### src/design/fbpa_queue.sv
module fbpa_queue #(
    parameter int DATA_W = 16,
    parameter int DEPTH  = 2
) (
    input  logic              i_clk,
    input  logic              i_rst_n,
    input  logic              i_push,
    input  logic [DATA_W-1:0] i_data,
    output logic              o_full,
    input  logic              i_pop,
    output logic [DATA_W-1:0] o_data,
    output logic              o_empty
);

    localparam int PTR_W = $clog2(DEPTH);
    localparam int CNT_W = $clog2(DEPTH + 1);

    logic [DATA_W-1:0] r_entry [DEPTH];
    logic [PTR_W-1:0]  r_wr, n_wr;
    logic [PTR_W-1:0]  r_rd, n_rd;
    logic [CNT_W-1:0]  r_cnt, n_cnt;
    logic              do_push;
    logic              do_pop;

    always_comb begin
        o_full  = r_cnt == CNT_W'(DEPTH);
        o_empty = r_cnt == '0;
        o_data  = r_entry[r_rd];
        do_push = i_push && !o_full;
        do_pop  = i_pop && !o_empty;

        n_wr  = r_wr;
        n_rd  = r_rd;
        n_cnt = r_cnt;
        if (do_push) begin
            n_wr = (r_wr == PTR_W'(DEPTH - 1)) ? '0 : r_wr + 1'b1;
        end
        if (do_pop) begin
            n_rd = (r_rd == PTR_W'(DEPTH - 1)) ? '0 : r_rd + 1'b1;
        end
        if (do_push && !do_pop) begin
            n_cnt = r_cnt + 1'b1;
        end else if (do_pop && !do_push) begin
            n_cnt = r_cnt - 1'b1;
        end
    end

    always_ff @(posedge i_clk) begin
        if (!i_rst_n) begin
            r_wr  <= '0;
            r_rd  <= '0;
            r_cnt <= '0;
        end else begin
            r_wr  <= n_wr;
            r_rd  <= n_rd;
            r_cnt <= n_cnt;
        end
    end

    always_ff @(posedge i_clk) begin
        if (do_push) begin
            r_entry[r_wr] <= i_data;
        end
    end

endmodule

### config.mk
export PLATFORM = sky130hd
export DESIGN_NAME = fbpa_queue
export DESIGN_NICKNAME = d
export VERILOG_FILES = /design/src/design/fbpa_queue.sv
export SDC_FILE = /design/constraint.sdc
export NUM_CORES = 1
export LEC_CHECK = 0
export BUFFER_PORTS_ARGS = -buffer_cell sky130_fd_sc_hd__buf_2
export CAP_MARGIN = 30
export CORE_UTILIZATION = 54
export DETAILED_ROUTE_END_ITERATION = 10
export PLACE_DENSITY = 0.82
export SLEW_MARGIN = 0
export SYNTH_ARGS = -nofsm -noshare
export SYNTH_HDL_FRONTEND = slang
export SYNTH_SLANG_ARGS = --single-unit
### constraint.sdc
create_clock -name i_clk -period 3.6 [get_ports i_clk]
set_clock_uncertainty 0.1 [all_clocks]
set_input_delay 1.08 -clock i_clk [delete_from_list [all_inputs] [get_ports i_clk]]
set_output_delay 1.08 -clock i_clk [all_outputs]
set_load 0.02 [all_outputs]
* Word level (Yosys, flattened, before mapping)
Memories as Yosys holds them, arrays and structs flattened. A register that Yosys moved wholly into a read port is not among the register bits. Cells that the tools add are included.
Storage, ports and cells: register bits 4, bits in latches 0, memory bits (writable) 32, ROM bits 0, input port bits 20, output and inout port bits 18, word-level logic and storage cells 27, memories kept 1
Operators by class: add/subtract/negate cells 4, $mul 0, div/mod/pow operators 0, $lt $le $gt $ge 0, equal/unequal tests 1, shift-type cells 0, mux-type cells 8, bitwise gates (word level) 0, reductions and logical operators 10
Memory list:
- r_entry | words 2, width 16, read ports 1, clocked after memory_dff 1, write ports 1, line 18 | logic [DATA_W-1:0] r_entry [DEPTH];
Operators by type and width (number):
- 1-bit 2-to-1 mux | 6
- 1-bit logical AND | 4
- 1-bit logical NOT | 4
- 2-bit 2-to-1 mux | 2
- 1-bit adder, second input constant | 2
- 2-bit by 1-bit adder with 2-bit output, second input constant | 1
- 2-bit equality test, second input constant | 1
- 2-bit logical NOT | 1
- 2-bit nonzero test | 1
- 2-bit by 1-bit subtractor with 2-bit output, second input constant | 1

* Longest topological paths before layout
word-level depth 7, depth in mapped cells 7, mapped depth without buffers 7

* Worst setup path before layout
No wires, ideal clock.
path type input-to-reg, start input port i_push, end memory r_entry[0][0], enable pin, setup time 0.388 ns, data arrival time 1.849 ns, required time 3.112 ns, slack 1.263 ns, stages on the path 2, path buffers 0, cells stage by stage inv_1 nor3_2
On the way: word-level cells in the longest chain between the ends 3
Ends and longest elaborated chain:
- start, declared | line 7 | input logic i_push,
- 1-bit logical AND | line 29 | do_push = i_push && !o_full;
- 1-bit 2-to-1 mux | line 61 | if (do_push) begin
- 1-bit 2-to-1 mux (not written as such) | line 62 | r_entry[r_wr] <= i_data;
- end, declared | line 18
Every way passes these cells.

==> impl_results.md <==
- Final number of setup-violating endpoints: 0
- Worst-case hold slack: 0.436 ns
- Tcrit/Tclk final: 79.4%
- Die Ht: roughly 53 um
- Global-route wire length before repair: 3.12 mm
- DIE AREA: 2780 um^2
- Final Hold Vio Count: 0
- Worst-Margin Slew: about 0.76 ns
- Netlist cell types: 21
- Area contributors post-synth: edfxtp_1 (69%), mux2_2 (13%), dfxtp_1 (7.2%), and2_1 (1.4%), xnor2_1 (1.3%)
- WP data required: 2.42 ns
- CP Class: flip-flop to primary output
- RSZ-0062 raised after global routing: no
- Most common cell in the synthesized netlist: edfxtp_1
- Post-CTS Resized: 0
- Fmax: 350 MHz
- TritonCTS clock tree: yes
- Die width: roughly 53 um
- Slew Viols, Final: 0
- Synthesized area per cell: around 19 um^2
- DRC Markers: 0
- Pwr Density: 703 nW/um^2
- Wire length per cell: 14.6 um
- Total Nets Final: 139
- Yosys top cell area share: 69.3%
- Fillers: 179
- Num CTS Buffers: 5
- DR vias: 745
- Synthesis Warnings: 0
- IR drop worst, VDD: ~0.00052 V
- GRT overflow: 0
- PortBufs: 37
- # IOs: 38
- Root Driver: clkbuf_4
- Number of routed nets with antenna violations: 0
- Startpoint Class: flip-flop
- Share of cells above drive strength 1: 52.9%
- Number of antenna violations at the first check in global routing: 0
- Row count: 18
- Final wirelength: around 2.2 mm
- Core Box Area: 2450 um^2
- Status: finished, final reports clean
- Largest fanout on the critical path: 16
- Slew HR: 49.6%
- Area of the multi-input gates: 307 um^2
- Total inserted antenna cells: 0
- Maximum Capacitance Violations: 0
- Number of global-route vias before repair: 688
- Prevailing post-synth register cell: edfxtp_1
- Cell accounting for the most synthesized area: edfxtp_1
- Setup TNS: 0 ns
- Number of vias per cell: around 5
- Seq cells post-synth: 37
- Hpwl dp: roughly 1.5 mm
- CTS clk-pin slew, worst paths: 0.11 ns
- Commonest cells in the netlist: edfxtp_1 (32), mux2_2 (16), dfxtp_1 (5), and2_1 (3)
- Largest net degree at the start of global routing: 17
- CTS hold repair buffers: 0
- Post-CTS setup buffers: 0
- LEAKAGE: 0.646 nW
- Placer Congestion: ~0.65
- Syn Inst Count: 75
- Critical Path End Type: primary output
- Register area share after synthesis: 76.5%
- Cell area after synthesis: 1390 um^2
- Worst Hold Depth: 2
- R2R cell count: 2
- Final min period: 2.86 ns
- Arrival time of the worst setup path: 1.68 ns
- Hold WC Path Type: flip-flop to flip-flop
- CTS Buffer Depth: 2
- Number of synthesized flops with an enable pin: 32
- Synthesized Nets: 96
- GR Util All Layers: between 15 and 20%
- Area grow syn2layout: 20.0%
- 1st-pass router iterations: 4
- Register area: about 1100 um^2
- Clock sinks: 37
- Ys async rst share: 0%
- Starting Density: 56.5%
- DRT iter0 DRCs: 14
- CTS HTree Levels: 2
- Clk Latency, worst-skew pair: about 0.33 ns
## cell usage in the layout (no fill, tap or decap)
master	instances
and2_1	3
clkinv_2	1
or3_1	1
nor3_2	1
xnor2_1	2
a21boi_1	1
edfxtp_1	32
ha_1	1
and3_1	1
nand2b_1	1
buf_2	37
o21ai_0	1
clkbuf_8	1
clkbuf_4	5
buf_4	1
dfxtp_1	5
inv_2	1
mux2_2	16
nor2_1	2
clkinv_1	1
o21a_1	1
a21boi_0	1
inv_1	1
o21ai_1	1
xor2_1	1
## report_power, final
group	total (mW)	internal [mW]	switching, mW	leakage, nW
Combinational	0.361	0.161	0.200	0.270
Clock	0.218	0.0919	0.126	0.0357
Sequential	0.591	0.542	0.0486	0.340
## routing by layer
metal / global-route usage, % / routed length (um)
met2: 25.5 / 1040
met5: 0 / 0
met1: 21.2 / 953
met3: 8.99 / 156
met4: 9.21 / 19
## final cells by class
cell class | count | share of cell area [%]
Tap cell | 30 | 2.25
Multi-Input combinational cell | 34 | 18.4
Clock inverter | 2 | 0.526
Sequential cell | 37 | 63.7
Inverter | 2 | 0.451
Clock buffer | 6 | 3.08
Timing Repair Buffer | 38 | 11.6
## kinds of logic after synthesis
logic type | after synthesis | synth area share [%]
and+or+nand+nor | 9 | 3.97
xor gates and xnor gates | 3 | 1.89
buffers and inverters | 4 | 1.44
AOI/OAI and AO/OA | 5 | 2.34
DFF | 37 | 76.5
muxes | 16 | 13.0
adders and majority gates | 1 | 0.902
## flip-flops by register name, summed over array words and instances (netlist names), named ones only
name	cells
r_entry	32
r_cnt	2
r_rd	1
r_wr	1
## worst paths after layout
check                         from                 endpoint  slack (ns)
max reg2reg  r_cnt[0]$_SDFFE_PN0P_  r_entry[1][8]$_DFFE_PP_        1.85
min          r_cnt[1]$_SDFFE_PN0P_    r_cnt[1]$_SDFFE_PN0P_        0.44
max                      flip-flop                o_data[4]        0.74
min reg2reg  r_cnt[1]$_SDFFE_PN0P_    r_cnt[1]$_SDFFE_PN0P_        0.44
## critical path, cell delays in order (launching register included)
cell and delay, ns:
dfxtp_1 0.77, mux2_2 0.41, buf_2 0.16
## through the flow
| step | setup slack, ns | std cells | power, mW | util, % | area, um^2 |
|---|---|---|---|---|---|
| 3_5_place_dp | 1.08 | 141 | 0.966 | 65.4 | 1610 |
| 2_1_floorplan | 1.26 | 75 | 0.857 | - | 1390 |
| 4_1_cts | 0.688 | 149 | 1.18 | 67.8 | 1670 |
| 3_3_place_gp | 1.10 | 141 | 0.950 | 65.4 | 1610 |
| 5_1_grt | 0.622 | 149 | 1.23 | 67.8 | 1670 |
| 6_report | 0.741 | 149 | 1.17 | 67.8 | 1670 |
Note: power is estimated with default switching activity, not from simulation.
