**src/design/fbpa_pkg.sv**
```systemverilog
package fbpa_pkg;

    localparam int DATA_W      = 32;
    localparam int SHIFT_W     = 5;
    localparam int CFG_INDEX_W = 2;

    localparam logic [SHIFT_W-1:0] SHIFT_MIN = 5'd3;
    localparam logic [SHIFT_W-1:0] SHIFT_MAX = 5'd16;

    // configuration register indexes
    localparam logic [CFG_INDEX_W-1:0] CFG_BASE  = 2'd0;
    localparam logic [CFG_INDEX_W-1:0] CFG_SIZE  = 2'd1;
    localparam logic [CFG_INDEX_W-1:0] CFG_SHIFT = 2'd2;

    typedef enum logic [1:0] {
        MODE_ALLOC = 2'd0,
        MODE_FREE  = 2'd1,
        MODE_CLEAR = 2'd2
    } t_mode;

    typedef enum logic [1:0] {
        ST_DONE      = 2'd0,
        ST_EMPTY     = 2'd1,
        ST_NOT_OWNED = 2'd2
    } t_status;

    typedef enum logic [2:0] {
        BK_IDLE  = 3'b001,
        BK_READ  = 3'b010,
        BK_CLEAR = 3'b100
    } t_back_state;

    // register value clamped into the meaningful shift range
    function automatic logic [SHIFT_W-1:0] eff_shift(input logic [SHIFT_W-1:0] raw);
        logic [SHIFT_W-1:0] sh;
        sh = raw;
        if (raw < SHIFT_MIN) begin
            sh = SHIFT_MIN;
        end else if (raw > SHIFT_MAX) begin
            sh = SHIFT_MAX;
        end
        return sh;
    endfunction

    function automatic logic [DATA_W-1:0] block_bytes(input logic [SHIFT_W-1:0] sh);
        return 32'd1 << sh;
    endfunction

endpackage

```
**src/design/fbpa_front.sv**
```systemverilog
module fbpa_front #(
    parameter int BLOCKS = 1024
) (
    input  logic                          i_clk,
    input  logic                          i_rst_n,
    input  logic                          i_in_valid,
    output logic                          o_in_stall,
    input  logic [1:0]                    i_mode,
    input  logic [fbpa_pkg::DATA_W-1:0]   i_address,
    input  logic [fbpa_pkg::DATA_W-1:0]   i_request_size,
    input  logic [fbpa_pkg::DATA_W-1:0]   i_buffer_base,
    input  logic [fbpa_pkg::DATA_W-1:0]   i_buffer_size,
    input  logic [fbpa_pkg::SHIFT_W-1:0]  i_shift,
    input  logic                          i_q_full,
    output logic                          o_push,
    output fbpa_pkg::t_mode               o_cmd_mode,
    output logic                          o_cmd_ok,
    output logic [$clog2(BLOCKS+1)-1:0]   o_cmd_idx
);

    localparam int LINK_W = $clog2(BLOCKS + 1);

    logic                        r_valid, n_valid;
    logic                        r_phase, n_phase;
    fbpa_pkg::t_mode             r_mode;
    logic [fbpa_pkg::DATA_W-1:0] r_addr;
    logic [fbpa_pkg::DATA_W-1:0] r_rsize;
    logic [fbpa_pkg::DATA_W:0]   r_end;
    logic [fbpa_pkg::DATA_W:0]   r_lim;
    logic [fbpa_pkg::DATA_W:0]   r_off;
    logic                        r_size_eq;

    logic                        accept;
    logic [fbpa_pkg::DATA_W-1:0] bsize;
    logic [fbpa_pkg::DATA_W-1:0] idx_raw;
    logic [fbpa_pkg::DATA_W-1:0] blocks_raw;
    logic                        aligned;
    logic [LINK_W-1:0]           clear_n;

    always_comb begin
        bsize      = fbpa_pkg::block_bytes(i_shift);
        idx_raw    = r_off[fbpa_pkg::DATA_W-1:0] >> i_shift;
        blocks_raw = i_buffer_size >> i_shift;
        aligned    = (r_off[fbpa_pkg::DATA_W-1:0] & (bsize - 32'd1)) == 32'd0;
        clear_n    = (blocks_raw > 32'(BLOCKS)) ? LINK_W'(BLOCKS)
                                                : blocks_raw[LINK_W-1:0];

        // borrow set means the address lies below the buffer
        o_cmd_ok   = !r_off[fbpa_pkg::DATA_W] && (r_end <= r_lim) && r_size_eq
                     && aligned && (idx_raw < 32'(BLOCKS));
        o_cmd_mode = r_mode;
        o_cmd_idx  = (r_mode == fbpa_pkg::MODE_CLEAR) ? clear_n : idx_raw[LINK_W-1:0];
        o_push     = r_valid && r_phase && !i_q_full;
        o_in_stall = r_valid && !o_push;
        accept     = i_in_valid && !o_in_stall;

        n_valid = r_valid;
        n_phase = r_phase;
        if (accept) begin
            n_valid = 1'b1;
            n_phase = 1'b0;
        end else if (o_push) begin
            n_valid = 1'b0;
        end else if (r_valid) begin
            n_phase = 1'b1;
        end
    end

    always_ff @(posedge i_clk) begin
        if (!i_rst_n) begin
            r_valid <= 1'b0;
            r_phase <= 1'b0;
        end else begin
            r_valid <= n_valid;
            r_phase <= n_phase;
        end
    end

    always_ff @(posedge i_clk) begin
        if (accept) begin
            r_mode  <= fbpa_pkg::t_mode'(i_mode);
            r_addr  <= i_address;
            r_rsize <= i_request_size;
        end
        if (r_valid && !r_phase) begin
            r_end     <= {1'b0, r_addr} + {1'b0, r_rsize};
            r_lim     <= {1'b0, i_buffer_base} + {1'b0, i_buffer_size};
            r_off     <= {1'b0, r_addr} - {1'b0, i_buffer_base};
            r_size_eq <= r_rsize == bsize;
        end
    end

endmodule

```
**config.mk**
```make
export PLATFORM = sky130hd
export DESIGN_NAME = fbpa_front
export DESIGN_NICKNAME = d
export VERILOG_FILES = /design/src/design/fbpa_pkg.sv /design/src/design/fbpa_front.sv
export SDC_FILE = /design/constraint.sdc
export NUM_CORES = 1
export LEC_CHECK = 0
export BUFFER_PORTS_ARGS = -buffer_cell sky130_fd_sc_hd__buf_2
export CORE_UTILIZATION = 56
export CTS_CLUSTER_DIAMETER = 120
export DETAILED_ROUTE_END_ITERATION = 10
export PLACE_DENSITY_LB_ADDON = 0.3
export SLEW_MARGIN = 20
export SYNTH_ARGS = -nofsm -noshare
export SYNTH_HDL_FRONTEND = slang
export SYNTH_SLANG_ARGS = --single-unit
```
**constraint.sdc**
```tcl
create_clock -name i_clk -period 6.9 [get_ports i_clk]
set_clock_uncertainty 0.15 [all_clocks]
set_input_delay 0.69 -clock i_clk [delete_from_list [all_inputs] [get_ports i_clk]]
set_output_delay 0.69 -clock i_clk [all_outputs]
set_load 0.1 [all_outputs]
```
### Word-level counts from Yosys, hierarchy flattened

Index checks and enable logic that the tools add are counted.

* word-level logic and storage cells: 46
* input bits: 139
* output and inout port bits: 16
* flip-flop bits (word level): 168

* add/subtract/negate cells: 4
* reductions and logical operators: 18
* bitwise logic cells: 3
* muxes and demuxes: 4
* $lt $le $gt $ge: 3
* equality and inequality tests: 2
* shift-type cells: 3

Operators by type and width (number)
* 32-bit by 32-bit adder with 33-bit output: 2
* 32-bit by 5-bit >> shifter with 32-bit output: 2
* 33-bit less-or-equal comparator: 1
* 32-bit by 32-bit subtractor with 33-bit output: 1
* 32-bit bitwise AND: 1
* 32-bit equality test: 1
* 32-bit by 11-bit > comparator with 1-bit output, second input constant: 1
* 32-bit zero test: 1
* 32-bit by 11-bit < comparator with 1-bit output, second input constant: 1
* 1-bit by 5-bit left shift with 32-bit output, first input constant: 1
* 32-bit by 1-bit subtractor with 32-bit output, second input constant: 1
* 11-bit two-way mux: 2
* 1-bit logical AND: 9
* 1-bit zero test: 5
* 2-bit equality test, second input constant: 1
* 1-bit two-way mux: 2
* 1-bit inverter: 2
* 2-bit AND reduction: 1
* 2-bit nonzero test: 1
* 2-bit OR reduction: 1

### Longest topological paths before layout

* depth in word-level cells: 7
* mapped depth: 15
* mapped depth without buffers: 13

### Least setup slack after synthesis

No wires, ideal clock.

* path kind: input-to-output
* start: input i_shift[0] (netlist bit)
* end: output o_cmd_ok
* stages on the path: 15
* required time: 6060 ps
* path buffers: 3
* slack: 567 ps
* arrival time: 5493 ps
* cell sequence: buf_6 -> inv_1 -> clkbuf_1 -> nor2_1 -> nand2_1 -> ha_1 -> clkbuf_1 -> nand2_1 -> o21ai_0 -> a32o_1 -> a2111o_1 -> a221oi_2 -> nand4_1 -> or4_1 -> nor3_1

* word-level cells in the longest chain between the ends: 6
* elaborated cells on any way between the ends: 8
* classes of those cells: 1 x add/sub; 1 x order compare; 2 x shift; 1 x bitwise; 3 x reduce/logical

RTL lines
* start, declared: line fbpa_front.sv:13 `input logic [fbpa_pkg::SHIFT_W-1:0] i_shift,`
* 1-bit by 5-bit left shift with 32-bit output: line fbpa_pkg.sv:46 `return 32'd1 << sh;`
* 32-bit by 1-bit subtractor with 32-bit output: line fbpa_front.sv:44 `aligned = (r_off[fbpa_pkg::DATA_W-1:0] & (bsize - 32'd1)) == 32'd0;`
* 32-bit bitwise AND: line fbpa_front.sv:44
* 32-bit zero test: line fbpa_front.sv:44
* 1-bit logical AND: line fbpa_front.sv:50 `&& aligned && (idx_raw < 32'(BLOCKS));`
* 1-bit logical AND *: line fbpa_front.sv:50
* end, declared: line fbpa_front.sv:17 `output logic o_cmd_ok,`

Every way passes the cells marked *; elsewhere a longest branch is shown, timed or not.

### Worst setup path after layout

* start: input i_shift[1] (netlist bit)
* end: output o_cmd_ok

The elaborated chain is that of the path after synthesis.

==> impl_metrics.py <==
metrics = {
    "placed_design": {
        "placedCellCount": 1980,
        "gp_congestion": 0.978,
        "place_area_mm2": 0.0159,
        "numPortBuffers": 154,
        "hpwl_mm": 38.6,
    },
    "yosys": {
        "synth_fp_nets": 1813,
        "synth_cell_types": 79,
        "async_reset_ff_frac": 0,
        "synth_seq_area_share": 0.338,
        "synth_top_area_cell": "edfxtp_1",
        "yosys_warnings": 0,
        "synth.top_cell.area_share": 0.335,
        "ys_ff_latch": 168,
        "ys_top_cells_by_count": "166 x edfxtp_1, 146 x a21oi_1, 130 x ha_1, 111 x nand2_1, 109 x inv_1",
        "synthFlopType": "edfxtp_1",
        "synth.area.top_cells": "edfxtp_1 33%, ha_1 11%, mux4_2 7.3%",
        "synth_most_common_cell": "edfxtp_1",
        "synth_edf_count": 166,
        "syn_inst": 1541,
        "syn_avg_cell_area_um2": 9.66,
        "synth_area_mm2": 0.0149,
    },
    "critical_path": {
        "crit_required_ns": 6.06,
        "slowest_delay_ns": 0.51,
        "reg2reg_to": "r_end[30]",
        "reg2reg_slack_ns": 2.55,
        "crit_chain": "buf_4 > nor2_8 > nand2_2 > ha_1 > inv_1 > nand2_1 > o21ai_0 > a32o_1 > a2111o_1 > a221oi_2 > nand4_1 > or4_1 > nor3_1 > buf_2",
        "rr_worst_depth": 13,
        "worstReg2RegStart": "r_rsize[0]",
        "end_kind": "output pin",
        "worstPathArrival_ns": 4.71,
        "criticalPathCategory": "primary input to output pin",
        "start_kind": "primary input",
        "path_max_fanout": 47,
        "slowest_stage": "or4_1",
    },
    "power_and_ir_drop": {
        "p_leak_nw": 6.94,
        "irDropWorstVdd_mv": 0.164,
        "p_int_w": 0.00220,
        "clock_power_share": 0.289,
        "switching_share": 0.373,
        "power_frac_seq": 0.384,
        "cellPowerDensity_mw_per_mm2": 213,
        "p_switching_w": 0.00131,
        "combPwrFrac": 0.328,
    },
    "timing": {
        "hold_viol": 0,
        "setup_violations": 0,
        "fin_setup_tns_ns": 0,
        "min_period_ns": 5.55,
        "finalMaxSlewViolations": 0,
        "worst_pin_slew_ns": 1.06,
        "fin_crit_sh": 0.804,
        "maxSlewHeadroom": 0.289,
        "fmax_mhz": 180,
        "rsz0062_at_grt": "no",
    },
    "min_path": {
        "hold_path_depth": 1,
        "hp-class": "primary input to flip-flop",
        "hp-start": "i_address[23]",
        "min_to": "r_addr[23]",
    },
    "global_routing": {
        "grt_max_degree": 72,
        "grt_use_met3": 0.0761,
        "grtUsageTotal": 0.367,
        "gr-max-usage-layer": "met2",
        "grtUsageMet2": 0.568,
        "grt_first_pass_wirelength_mm": 73.6,
        "globalRouteOverflowTotal": 0,
        "grtUsageMet1": 0.505,
        "antenna_found_initial": 1,
        "grt_pass1_vias": 12667,
    },
    "cells_and_area": {
        "fin_area_mm2": 0.0165,
        "syn_to_final_growth_pct": 10.9,
        "multi_input_area_mm2": 0.00913,
        "layout.nets": 1936,
        "fillers": 2218,
        "seqCellArea_mm2": 0.00502,
        "drive_gt1_frac": 0.166,
        "stdcell_count": 2012,
        "num_antenna_cells": 0,
    },
    "clocking": {
        "numCtsBuffers": 17,
        "clock_path_buffers": 2,
        "cts_setup_buffers": 0,
        "cts_htree_levels": 4,
        "cts-root-buf": "clkbuf_16",
        "clock_sinks": 168,
        "postCtsHoldBufs": 0,
        "cts_resized": 0,
        "clock_latency_ns": 0.45,
        "clk_pin_slew_ns": 0.08,
        "tritoncts": "yes",
    },
    "outcome": {
        "status": "complete, no violations",
    },
    "routing": {
        "route.detailed.drc": 0,
        "dr.pass1.iters": 6,
        "wl_per_cell_um": 24.4,
        "drt_iter0_markers": 1709,
        "detail-route-antenna-nets": 0,
        "wl_mm": 49.0,
        "routed_via_density": 6.73,
        "vias": 13542,
    },
    "flow_run": {
        "maxCapViolations": 0,
    },
    "die": {
        "row_count": 59,
        "die_y_um": 165,
        "core_mm2": 0.0261,
        "io_pins": 155,
        "die_area_mm2": 0.0272,
        "initial_core_util": 0.571,
        "die_w_um": 165,
    },
}
-- state kept, by name, summed over array words and instances (netlist names), 2 cells and up --
name        count
o_cmd_mode      2
r_addr         32
r_end          33
r_lim          33
r_off          33
r_rsize        32
-- worst max-delay path, delay by kind of cell --
kind | cells | cell delay, ns
AOI/OAI and AO/OA | 4 | 0.98
adders and majority gates | 1 | 0.37
buffers and inverters | 3 | 1.20
and+or+nand+nor | 6 | 1.43
-- how the worst max path moves through the flow --
stage / slack [ns] / cells past startpoint / start / end
6_report: 1.35 / 14 / i_shift[1] / o_cmd_ok
5_1_grt: 1.14 / 12 / i_shift[0] / o_cmd_idx[6]
4_1_cts: 1.38 / 14 / i_shift[1] / o_cmd_ok
3_5_place_dp: 1.39 / 14 / i_shift[1] / o_cmd_ok
3_3_place_gp: 1.39 / 14 / i_shift[1] / o_cmd_ok
2_1_floorplan: 0.57 / 15 / i_shift[0] / o_cmd_ok
-- cells by family (layout without fill, tap and decap cells) --
logic type | after synthesis | in the layout | share of synthesized area
flops | 168 | 168 | 0.338
mux | 98 | 98 | 0.107
compound gates | 495 | 495 | 0.218
simple gates | 386 | 386 | 0.125
buf+inv | 177 | 313 | 0.0499
fa+ha+maj | 133 | 133 | 0.113
xor+xnor | 84 | 84 | 0.0494
-- power by group through the flow --
stage / sequential (W) / combinational (W) / clock (W)
floorplan: 0.00133 / 0.000824 / 0
global placement: 0.00136 / 0.00110 / 0
detailed placement: 0.00136 / 0.00112 / 0
CTS: 0.00134 / 0.00113 / 0.00102
global route: 0.00135 / 0.00124 / 0.00105
finish: 0.00135 / 0.00115 / 0.00101
-- cell usage in the layout, fill, tap and decap left out, drive strengths merged, types with 7 or more instances in the layout --
master,count
nor4,7
a211oi,25
a22oi,11
nand4,25
o21a,22
clkinv,7
and3,12
ha,130
o21ai,75
mux2i,40
nor2b,17
edfxtp,166
nor2,107
xnor2,55
clkbuf,18
a21oi,147
mux2,10
nand2b,13
and2,8
nand3,30
inv,116
o22ai,24
o31ai,14
xor2,29
a221oi,8
a31oi,21
mux4,48
nor3,27
nand2,112
a21o,59
o21bai,12
o211ai,8
buf,171
-- routing by layer --
layer	vias to the layer above	wire length [um]
li1	6156	-
met1	6545	20300
met5	-	12
met2	751	22000
met3	88	4990
met4	2	1670
-- stage by stage --
stage	hold WS (ns)	worst slack, ns	power (W)	utilization
after floorplan	0.327	0.567	0.00215	-
after detailed placement	0.362	1.39	0.00249	0.610
after global placement	0.360	1.39	0.00246	0.610
after global routing	0.247	1.14	0.00364	0.634
final	0.257	1.35	0.00351	0.634
after CTS	0.247	1.38	0.00349	0.634
-- cell type report --
cell class / count / share of cell area
Timing Repair Buffer: 171 / 0.0547
Clock buffer: 18 / 0.0266
Multi-Input combinational cell: 1196 / 0.553
Inverter: 110 / 0.0250
Sequential cell: 168 / 0.304
Tap cell: 335 / 0.0254
Clock inverter: 14 / 0.0108
No activity file was read; power rests on OpenSTA's default activity.
